==> src/rtl/core/dpcb_pkg.sv <==
// Package for the debounced pulse counter bank: item types, codes, state types and constants
`default_nettype none

package dpcb_pkg;

	// bank size and pin word
	localparam int CHANNELS_DEFAULT = 10;
	localparam int PIN_BITS         = 10;
	localparam int PIN_IW           = 4;
	localparam int CH_BITS          = 4;
	localparam int CH_CMP_W         = 7;

	// configuration registers
	localparam logic [7:0] DELAY_RESET    = 8'd2;
	localparam logic       CFG_HIGH_DELAY = 1'b0;
	localparam logic       CFG_LOW_DELAY  = 1'b1;

	// operation codes
	localparam logic [1:0] OP_TICK  = 2'd0;
	localparam logic [1:0] OP_RESET = 2'd1;
	localparam logic [1:0] OP_CLEAR = 2'd2;
	localparam logic [1:0] OP_READ  = 2'd3;

	typedef struct packed {
		logic [1:0]          operation;
		logic [PIN_BITS-1:0] pin_levels;
		logic [CH_BITS-1:0]  channel;
	} in_word_t;

	typedef struct packed {
		logic [CH_BITS-1:0] read_channel;
		logic [15:0]        short_count;
		logic [31:0]        total_count;
		logic               raw_level;
	} out_word_t;

	// one memory entry per channel
	typedef struct packed {
		logic        qualified_low;
		logic [7:0]  high_run;
		logic [7:0]  low_run;
		logic        last_raw;
		logic [15:0] short_pulses;
		logic [31:0] total_pulses;
	} chan_state_t;

	typedef enum logic [1:0] {
		S_IDLE,
		S_SCAN,
		S_FETCH,
		S_FINISH
	} seq_state_t;

endpackage

`default_nettype wire

==> src/rtl/core/debounced_pulse_counter_bank.sv <==
// Debounced pulse counter bank: sequencer, per-channel state memory and result register
//
// A bank of CHANNELS debounced inputs, each counting qualified high-to-low pulses into a
// clearable 16-bit count and a 32-bit total. The state of every channel lives in one
// memory entry. A tick word walks the channels one per cycle through a read, update and
// write-back, holding off the input until done; reset-channel stays idle, clear and read
// pass fetch and finish states (read, then modify or report). The read result sits in an
// output register, so the next word can be taken while it waits. Pins above bit 9 sample as
// low. The user must write delays on the configuration port only while the bank is idle
// (unenforced); register 0 is the high delay, register 1 the low, both 2 after reset.
`default_nettype none

module debounced_pulse_counter_bank #(
	parameter int CHANNELS = dpcb_pkg::CHANNELS_DEFAULT
) (
	input  wire logic                clk,
	input  wire logic                arst_n,
	input  wire logic                in_valid,
	output logic                     in_ready,
	input  wire dpcb_pkg::in_word_t  in_data,
	output logic                     out_valid,
	input  wire logic                out_ready,
	output dpcb_pkg::out_word_t      out_data,
	input  wire logic                cfg_valid,
	output logic                     cfg_ready,
	input  wire logic                cfg_index,
	input  wire logic [7:0]          cfg_data
);

	import dpcb_pkg::*;

	localparam int AW = (CHANNELS > 1) ? $clog2(CHANNELS) : 1;
	localparam int SW = $bits(chan_state_t);

	seq_state_t state_q, state_d;

	logic [7:0]          high_delay_q, low_delay_q;
	logic [1:0]          op_q;
	logic [PIN_BITS-1:0] pins_q;
	logic [CH_BITS-1:0]  ch_q;
	logic [AW-1:0]       idx_q;
	logic [CHANNELS-1:0] valid_q;

	logic                scan_s1;
	logic [AW-1:0]       addr_s1;
	logic                level_s1;

	logic                out_valid_q;
	out_word_t           out_data_q;

	logic                in_acc;
	logic                out_load;
	logic                ch_ok, ch_q_ok;
	logic [AW-1:0]       ch_addr, ch_q_addr;
	logic                last_idx;

	logic                rd_en;
	logic [AW-1:0]       rd_addr;
	logic [SW-1:0]       rd_data;
	logic                wr_en;
	logic [AW-1:0]       wr_addr;
	chan_state_t         wr_data;

	logic [AW-1:0]       data_addr;
	chan_state_t         ent;
	chan_state_t         scan_next;
	chan_state_t         clr_next;

	// raw level of a channel, pins above the pin word read low
	function automatic logic pin_level(input logic [PIN_BITS-1:0] pins,
			input logic [AW-1:0] idx);
		logic [CH_CMP_W-1:0] ix;
		ix = CH_CMP_W'(idx);
		if (ix < CH_CMP_W'(PIN_BITS)) begin
			pin_level = pins[ix[PIN_IW-1:0]];
		end else begin
			pin_level = 1'b0;
		end
	endfunction

	function automatic logic [7:0] inc_sat(input logic [7:0] v);
		inc_sat = (v == 8'hff) ? v : v + 8'd1;
	endfunction

	// handshakes
	assign in_ready  = (state_q == S_IDLE);
	assign in_acc    = in_valid && in_ready;
	assign cfg_ready = 1'b1;
	assign out_valid = out_valid_q;
	assign out_data  = out_data_q;
	assign out_load  = (state_q == S_FINISH) && (op_q == OP_READ) &&
		(!out_valid_q || out_ready);

	// channel decode for the incoming word and the held word
	assign ch_ok     = CH_CMP_W'(in_data.channel) < CH_CMP_W'(CHANNELS);
	assign ch_addr   = AW'(CH_CMP_W'(in_data.channel));
	assign ch_q_ok   = CH_CMP_W'(ch_q) < CH_CMP_W'(CHANNELS);
	assign ch_q_addr = AW'(CH_CMP_W'(ch_q));
	assign last_idx  = (idx_q == AW'(CHANNELS - 1));

	// next state
	always_comb begin
		state_d = state_q;
		case (state_q)
			S_IDLE: begin
				if (in_acc) begin
					case (in_data.operation)
						OP_TICK:  state_d = S_SCAN;
						OP_CLEAR: state_d = ch_ok ? S_FETCH : S_IDLE;
						OP_READ:  state_d = S_FETCH;
						default:  state_d = S_IDLE;
					endcase
				end
			end
			S_SCAN: begin
				if (last_idx) begin
					state_d = S_IDLE;
				end
			end
			S_FETCH:  state_d = S_FINISH;
			S_FINISH: begin
				if (op_q != OP_READ || out_load) begin
					state_d = S_IDLE;
				end
			end
			default:  state_d = S_IDLE;
		endcase
	end

	// memory read port
	always_comb begin
		rd_en   = 1'b0;
		rd_addr = ch_q_addr;
		case (state_q)
			S_SCAN: begin
				rd_en   = 1'b1;
				rd_addr = idx_q;
			end
			S_FETCH: begin
				rd_en   = 1'b1;
				rd_addr = ch_q_addr;
			end
			default: begin
				rd_en   = 1'b0;
				rd_addr = ch_q_addr;
			end
		endcase
	end

	// entry as read, never-written or reset entries read as zero
	assign data_addr = scan_s1 ? addr_s1 : ch_q_addr;
	assign ent       = valid_q[data_addr] ? chan_state_t'(rd_data) : '0;

	// debounce and count update of one channel
	always_comb begin
		scan_next = ent;
		if (!level_s1) begin
			scan_next.last_raw = 1'b0;
			scan_next.high_run = 8'd0;
			scan_next.low_run  = inc_sat(ent.low_run);
		end else begin
			scan_next.last_raw = 1'b1;
			scan_next.high_run = inc_sat(ent.high_run);
			scan_next.low_run  = 8'd0;
		end
		if (scan_next.high_run >= high_delay_q) begin
			scan_next.qualified_low = 1'b0;
			scan_next.high_run      = 8'd0;
			scan_next.low_run       = 8'd0;
		end
		if (scan_next.low_run >= low_delay_q) begin
			if (!scan_next.qualified_low) begin
				scan_next.total_pulses = scan_next.total_pulses + 32'd1;
				scan_next.short_pulses = scan_next.short_pulses + 16'd1;
			end
			scan_next.qualified_low = 1'b1;
			scan_next.high_run      = 8'd0;
			scan_next.low_run       = 8'd0;
		end
	end

	// short count clear
	always_comb begin
		clr_next              = ent;
		clr_next.short_pulses = 16'd0;
	end

	// memory write port
	assign wr_en   = scan_s1 || ((state_q == S_FINISH) && (op_q == OP_CLEAR));
	assign wr_addr = scan_s1 ? addr_s1 : ch_q_addr;
	assign wr_data = scan_s1 ? scan_next : clr_next;

	dpcb_ram #(
		.WIDTH (SW),
		.DEPTH (CHANNELS)
	) u_state_ram (
		.clk     (clk),
		.wr_en   (wr_en),
		.wr_addr (wr_addr),
		.wr_data (SW'(wr_data)),
		.rd_en   (rd_en),
		.rd_addr (rd_addr),
		.rd_data (rd_data)
	);

	// sequencer state and channel walk
	always_ff @(posedge clk or negedge arst_n) begin
		if (!arst_n) begin
			state_q <= S_IDLE;
			idx_q   <= '0;
			scan_s1 <= 1'b0;
		end else begin
			state_q <= state_d;
			scan_s1 <= (state_q == S_SCAN);
			if (in_acc) begin
				idx_q <= '0;
			end else if (state_q == S_SCAN) begin
				idx_q <= idx_q + AW'(1);
			end
		end
	end

	// held word and scan stage payload
	always_ff @(posedge clk) begin
		if (in_acc) begin
			op_q   <= in_data.operation;
			pins_q <= in_data.pin_levels;
			ch_q   <= in_data.channel;
		end
		addr_s1  <= idx_q;
		level_s1 <= pin_level(pins_q, idx_q);
	end

	// entry valid bits, a channel reset wins over a same-edge write-back
	always_ff @(posedge clk or negedge arst_n) begin
		if (!arst_n) begin
			valid_q <= '0;
		end else begin
			if (wr_en) begin
				valid_q[wr_addr] <= 1'b1;
			end
			if (in_acc && (in_data.operation == OP_RESET) && ch_ok) begin
				valid_q[ch_addr] <= 1'b0;
			end
		end
	end

	// configuration registers
	always_ff @(posedge clk or negedge arst_n) begin
		if (!arst_n) begin
			high_delay_q <= DELAY_RESET;
			low_delay_q  <= DELAY_RESET;
		end else if (cfg_valid && cfg_ready) begin
			case (cfg_index)
				CFG_HIGH_DELAY: high_delay_q <= cfg_data;
				CFG_LOW_DELAY:  low_delay_q  <= cfg_data;
				default:        high_delay_q <= high_delay_q;
			endcase
		end
	end

	// result word register
	always_ff @(posedge clk or negedge arst_n) begin
		if (!arst_n) begin
			out_valid_q <= 1'b0;
		end else if (out_load) begin
			out_valid_q <= 1'b1;
		end else if (out_ready) begin
			out_valid_q <= 1'b0;
		end
	end

	always_ff @(posedge clk) begin
		if (out_load) begin
			out_data_q.read_channel <= ch_q;
			out_data_q.short_count  <= ch_q_ok ? ent.short_pulses : 16'd0;
			out_data_q.total_count  <= ch_q_ok ? ent.total_pulses : 32'd0;
			out_data_q.raw_level    <= ch_q_ok ? ent.last_raw : 1'b0;
		end
	end

endmodule

`default_nettype wire

==> src/rtl/core/dpcb_ram.sv <==
// Generic single-clock RAM with one write port and one registered read port
`default_nettype none

module dpcb_ram #(
	parameter int WIDTH = 8,
	parameter int DEPTH = 16,
	parameter int AW    = (DEPTH > 1) ? $clog2(DEPTH) : 1
) (
	input  wire logic             clk,
	input  wire logic             wr_en,
	input  wire logic [AW-1:0]    wr_addr,
	input  wire logic [WIDTH-1:0] wr_data,
	input  wire logic             rd_en,
	input  wire logic [AW-1:0]    rd_addr,
	output logic      [WIDTH-1:0] rd_data
);

	logic [WIDTH-1:0] mem_q [DEPTH];

	// write port
	always_ff @(posedge clk) begin
		if (wr_en) begin
			mem_q[wr_addr] <= wr_data;
		end
	end

	// registered read, held while not enabled
	always_ff @(posedge clk) begin
		if (rd_en) begin
			rd_data <= mem_q[rd_addr];
		end
	end

endmodule

`default_nettype wire

==> config.mk <==
export PLATFORM = sky130hd
export DESIGN_NAME = debounced_pulse_counter_bank
export DESIGN_NICKNAME = d
export VERILOG_FILES = /design/src/rtl/core/dpcb_pkg.sv /design/src/rtl/core/debounced_pulse_counter_bank.sv /design/src/rtl/core/dpcb_ram.sv
export SDC_FILE = /design/constraint.sdc
export NUM_CORES = 1
export LEC_CHECK = 0
export BUFFER_PORTS_ARGS = -buffer_cell sky130_fd_sc_hd__buf_2
export CORE_MARGIN = 5
export CORE_UTILIZATION = 57
export CTS_CLUSTER_SIZE = 10
export DETAILED_ROUTE_END_ITERATION = 8
export MAX_ROUTING_LAYER = met4
export PLACE_DENSITY = 0.81
export SLEW_MARGIN = 20
export SYNTH_ARGS = -nofsm -noshare
export SYNTH_HDL_FRONTEND = slang
export SYNTH_HIERARCHICAL = 1
export SYNTH_SLANG_ARGS = --single-unit
==> constraint.sdc <==
create_clock -name clk -period 9.8 [get_ports clk]
set_input_delay 0.98 -clock clk [delete_from_list [all_inputs] [get_ports clk]]
set_output_delay 0.98 -clock clk [all_outputs]
set_load 0.05 [all_outputs]
======== Word level (Yosys, flattened, before mapping) ========
Memory sizes are Yosys's and may differ from the RTL's. A register that Yosys moved wholly into a read port is not among the register bits.
Cells that the tools add are included.
storage, ports and cells
  register bits after elaboration ......... 108
  bits in writable memories ............... 660
  input bits .............................. 30
  output and inout port bits .............. 56
  word-level logic and storage cells ...... 105
  memories kept ........................... 1
cells by class
  $add $sub $neg .......................... 5
  order comparisons ....................... 10
  eq/ne operators ......................... 15
  muxes and demuxes ....................... 34
  bitwise logic cells ..................... 4
  reduce and logical (&&, ||, !) cells .... 20
memory list
  name               words  bits a word  read ports  clocked after memory_dff  wr ports  RTL line        source
  u_state_ram.mem_q  10     66           1           1                         1         dpcb_ram.sv:18  logic [WIDTH-1:0] mem_q [DEPTH];
operators by type and width
  cell                   number
  $mux 66                2
  $mux 48                2
  $mux 17                3
  $add 32x1->32 const B  1
  $mux 10                2
  $add 16x1->16 const B  1
  $add 8x1->8 const B    2
  $eq 8x8->1 const B     2
  $ge 8x8->1             2
  $mux 4                 4
  $mux 8                 2
  $lt 4x5->1 const B     3
  $eq 2x2->1 const B     6
  $lt 4x4->1 const B     3
  $and 10x10->10         1
  $not 10->10            1
  $or 10x10->10          1
  $mux 1                 9
  $bmux 1 s4             2
  $demux 1 s4            2
  $ge 4x1->1 const B     2
  $logic_and 1x1->1      8
  $mux 2                 4
  $pmux 2 s4             1
  14 further kinds       22

======== Logic depth before layout (Yosys ltp) ========
  depth after elaboration ................. 12
  gate-level depth with buffers ........... 35
  depth with buffers taken out ............ 29

======== Hierarchy ========
The synthesis kept the hierarchy.
modules (own cells, without submodules)
  module                        times used  cells an instance  area each (um^2)  sequential area each (um^2)
  dpcb_ram                      1           1420               28036.9           21800.9
  debounced_pulse_counter_bank  1           750                6982.9            3025.4

======== Least setup slack after synthesis ========
No wires, ideal clock.
  path kind ............................... register -> register
  from .................................... reg ch_q[1]
  to ...................................... mem u_state_ram/mem_q[0][57] in the netlist's numbering (data pin)
  setup time .............................. 284 ps
  arrival time ............................ 6577 ps
  data required time ...................... 9516 ps
  setup slack ............................. 2939 ps
  stages on the path, launching flop included .. 32
  buffers on the path ..................... 4
  clock period less this slack ............ 6861 ps
  path through ............................ edfxtp_1 > buf_2 > mux2_2 > o221ai_1 > a22oi_1 > o22ai_4 > clkbuf_1 > buf_1 > nor2_1 > ha_1 > nand4_1 > nor2_1 > o21ai_0 > o21ai_0 > and3_1 > ha_1 > or4_1 > a21oi_1 > o21ai_1 > and2_1 > nor2_1 > nand2_1 > a211oi_1 > ha_1 > a21o_1 > a2111oi_0 > o21ai_1 > and2_1 > clkbuf_1 > nor3_1 > a21oi_1 > o21ai_0
RTL lines
  item                      RTL line                             source
  start: declaration        debounced_pulse_counter_bank.sv:40   logic [CH_BITS-1:0] ch_q;
  start signal: assignment  debounced_pulse_counter_bank.sv:228  ch_q <= in_data.channel;
  end: declaration          dpcb_ram.sv:18

==> flow_summary.ini <==
[cts]
h-tree-depth = 3
cts_buffers = 94
root_buffer = clkbuf_16
clk_latency_ns = 0.66
post_cts_resized = 0
clk_pin_slew_ns = 0.06
clock-sinks = 834
clk_path_buf_depth = 3
cts_setup_buffers = 0
hold_buffers = 0
cts_tree = done

[timing]
setup_viol = 0
skew_ns = 0.0296
worst_pin_slew_ns = 1.10
drv_slew = 0
maxSlewHeadroom = 0.265
hold_viol = 0
fmax_mhz = 119
tns_ns = 0
whs_ns = 0.405
post-route-period-util = 0.856
rsz0062_at_grt = no
layout_min_cycle_time_ns = 8.39

[final_layout]
fin_nets = 2324
multi_input_area_sq_mm = 0.00953
syn2layout_area_growth_pct = 10.7
final_cells = 3076
num-fill-cells = 4045
drive_above_1_share = 0.210
seq_area_sq_mm = 0.0248
utilization = 0.640

[run]
cap_violations = 0

[global_route]
grt_first_pass_wirelength_microns = 121000
grt-ovfl-total = 0
grt_max_degree = 121
grt.total_usage = 0.244
grt_pass1_vias = 20200
antenna_found_initial = 1

[yosys]
synth.net_count = 2226
syn_area_sq_mm = 0.0350
synth_area_leader_cell = edfxtp_1
synth_edf_count = 795
synth_cell_type_count = 72
synth_seq_area_share = 0.709
async_flop_share = 0.0408
synth_warnings = 6
syn_inst = 2170
yosysTopAreaCellShare = 0.682
synth.avg_cell_area_sq_um = 16.1
synth_ff_type = edfxtp_1
ys_ff_latch = 834
synth.area.top_cells = edfxtp_1 68%, mux2_2 5.0%, mux2i_1 3.9%

[route]
via_per_inst = 6.43
wirelength_microns = 80000
vias = 19800
drtIter0Drc = 2411
ant_nets = 0
drc_errors = 0
wl_per_cell_microns = 26.0
first_pass_iters = 6

[floorplanning]
start_util = 0.578
die_h_microns = 258
die_x_microns = 258
core_sq_mm = 0.0606
dieArea_sq_mm = 0.0665
io_pins = 86
rows = 90

[power]
p_per_area_mw_per_mm2 = 332
power.total_mw = 12.9
ir_drop_mv = 0.198
leakagePower_nw = 13.2

[placement]
globalplace.congestion = 0.870
dp_hpwl_microns = 42700
io_buffers = 84
dp.cells = 2953

[setup_path]
required_ns = 10.16
crit_arrival_ns = 8.75
startpoint_type = flop
cp-end-kind = flop
crit_type = flop to flop
crit_fanout = 26

[worst_hold_path]
hold_path_class = input port to asynchronous set/reset pin

[run_status]
status = finished clean
==> power breakdown <==
| group | leakage (nW) | switching [mW] | internal, mW |
|---|---|---|---|
| Clock | 1.26 | 1.32 | 1.74 |
| Combinational | 4.19 | 2.86 | 1.37 |
| Sequential | 7.74 | 0.349 | 5.21 |
| Total | 13.2 | 4.52 | 8.33 |
==> synth_stat cells (7+ instances only) <==
master    count
buf_4        10
mux2_1       62
a31oi_1      14
and2_1       54
xor2_1       12
mux2_2      155
nor3_1       22
or4_1         7
edfxtp_1    795
nor2_1       63
o22ai_1      68
mux2i_1     136
clkbuf_1     54
dfrtp_1      32
buf_2        27
buf_1         7
xnor2_1      14
buf_6         9
a21oi_1      67
nand2_1     133
o211ai_1      7
a22o_1       70
ha_1         26
or3_1        22
o21ai_0      48
nor2b_1       9
nand3_1      25
inv_1        35
nand4_1      11
o31ai_2      67
buf_12        7
and3_1       12
nand2b_1     10
==> placed cells by master, fill, tap and decap left out, types with 5 or more instances in the layout <==
| cell type | n |
|---|---|
| dfrtp_1 | 32 |
| edfxtp_1 | 795 |
| nand4_1 | 11 |
| dfxtp_1 | 5 |
| mux2i_1 | 136 |
| o31ai_2 | 67 |
| nand2b_1 | 9 |
| or3_1 | 22 |
| nor2_1 | 54 |
| mux2_1 | 62 |
| inv_1 | 35 |
| a21oi_1 | 66 |
| nand3b_1 | 6 |
| clkbuf_16 | 94 |
| buf_2 | 84 |
| or4_1 | 7 |
| o2111ai_1 | 6 |
| buf_4 | 30 |
| xnor2_1 | 14 |
| nor3_1 | 19 |
| nand3_1 | 25 |
| nand2_1 | 132 |
| mux2_2 | 153 |
| and2_1 | 54 |
| o211ai_1 | 7 |
| ha_1 | 25 |
| o22ai_1 | 68 |
| nor2b_1 | 8 |
| a211oi_1 | 6 |
| xor2_1 | 12 |
| a31oi_1 | 14 |
| or2_2 | 5 |
| and3_1 | 12 |
| nor2_4 | 9 |
| o31ai_1 | 6 |
| o21ai_0 | 48 |
| clkbuf_1 | 15 |
| a22o_1 | 70 |
==> flip-flops by register name, indices dropped and copies added (netlist names), 8 cells and up <==
name,flops
valid_q,10
high_delay_q,8
low_delay_q,8
u_state_ram/rd_data,66
pins_q,10
out_data,53
u_state_ram/mem_q,660
==> final timing paths <==
check                                                      to                 start  cells past startpoint  slack, ns
max in group asynchronous         high_delay_q[7]$_DFFE_PN0P_                arst_n                      1       8.87
min in group clk                          pins_q[6]$_DFFE_PP_           in_data[10]                      1       0.50
min reg2reg                                addr_s1[2]$_DFF_P_  idx_q[2]$_DFFE_PN0P_                      0       0.53
min                                     out_valid$_DFFE_PN0P_                arst_n                      1       0.40
max                        u_state_ram/mem_q[3][20]$_DFFE_PP_     scan_s1$_DFF_PN0_                     27       1.41
max reg2reg                u_state_ram/mem_q[3][20]$_DFFE_PP_     scan_s1$_DFF_PN0_                     27       1.41
==> cell type report <==
type | instances | share of cell area
sequential | 834 | 0.640
multi-input combinational | 1186 | 0.246
clock buffer | 111 | 0.0628
tap | 782 | 0.0252
timing repair buffer | 116 | 0.0179
clock inverter | 10 | 0.00410
inverter | 36 | 0.00349
antenna | 1 | 0.0000646
==> cells by family (layout without fill, tap and decap cells) <==
logic type,count (synthesis),count (layout),synth area share
XOR/XNOR,26,26,0.00650
flip-flops,834,834,0.709
AND/OR/NAND/NOR,389,389,0.0548
multiplexers,358,358,0.111
adder cells (fa/ha/maj),26,26,0.00929
AO/OA/AOI/OAI,386,386,0.0857
buffers and inverters,150,273,0.0233
other,1,2,0.000107
==> metal layers <==
metal	global-route usage	wire, microns
met2	0.393	39100
met4	0.0700	1850
met5	-	0
met3	0.0397	7340
met1	0.328	31600
==> critical path: stages, from the launching register on <==
cell and delay, ns:
dfrtp_1 0.61, buf_4 0.39, nand2b_1 0.18, o32ai_1 0.12
a2111oi_4 0.44, o22ai_4 0.28, nor2_1 0.18, ha_1 0.27
nand4_1 0.21, nor2_1 0.39, xnor2_1 0.16, o21ai_0 0.09
ha_1 0.30, nand2b_1 0.14, a211oi_1 0.25, o21ai_1 0.20
and2_1 0.23, or2_2 0.32, nor3b_1 0.26, ha_1 0.19
a21o_1 0.11, a31oi_1 0.04, o21ai_1 0.29, and2_1 0.42
buf_4 0.30, nand4_1 0.53, or3_1 0.55, a21oi_1 0.60
==> per-stage QoR <==
stage	instance area (sq um)	worst slack, ns
after floorplan	35000	2.94
after global placement	36100	1.99
after detailed placement	36100	1.59
after CTS	38700	1.55
after global routing	38800	0.718
final	38800	1.41
No activity file was read; power rests on OpenSTA's default activity.
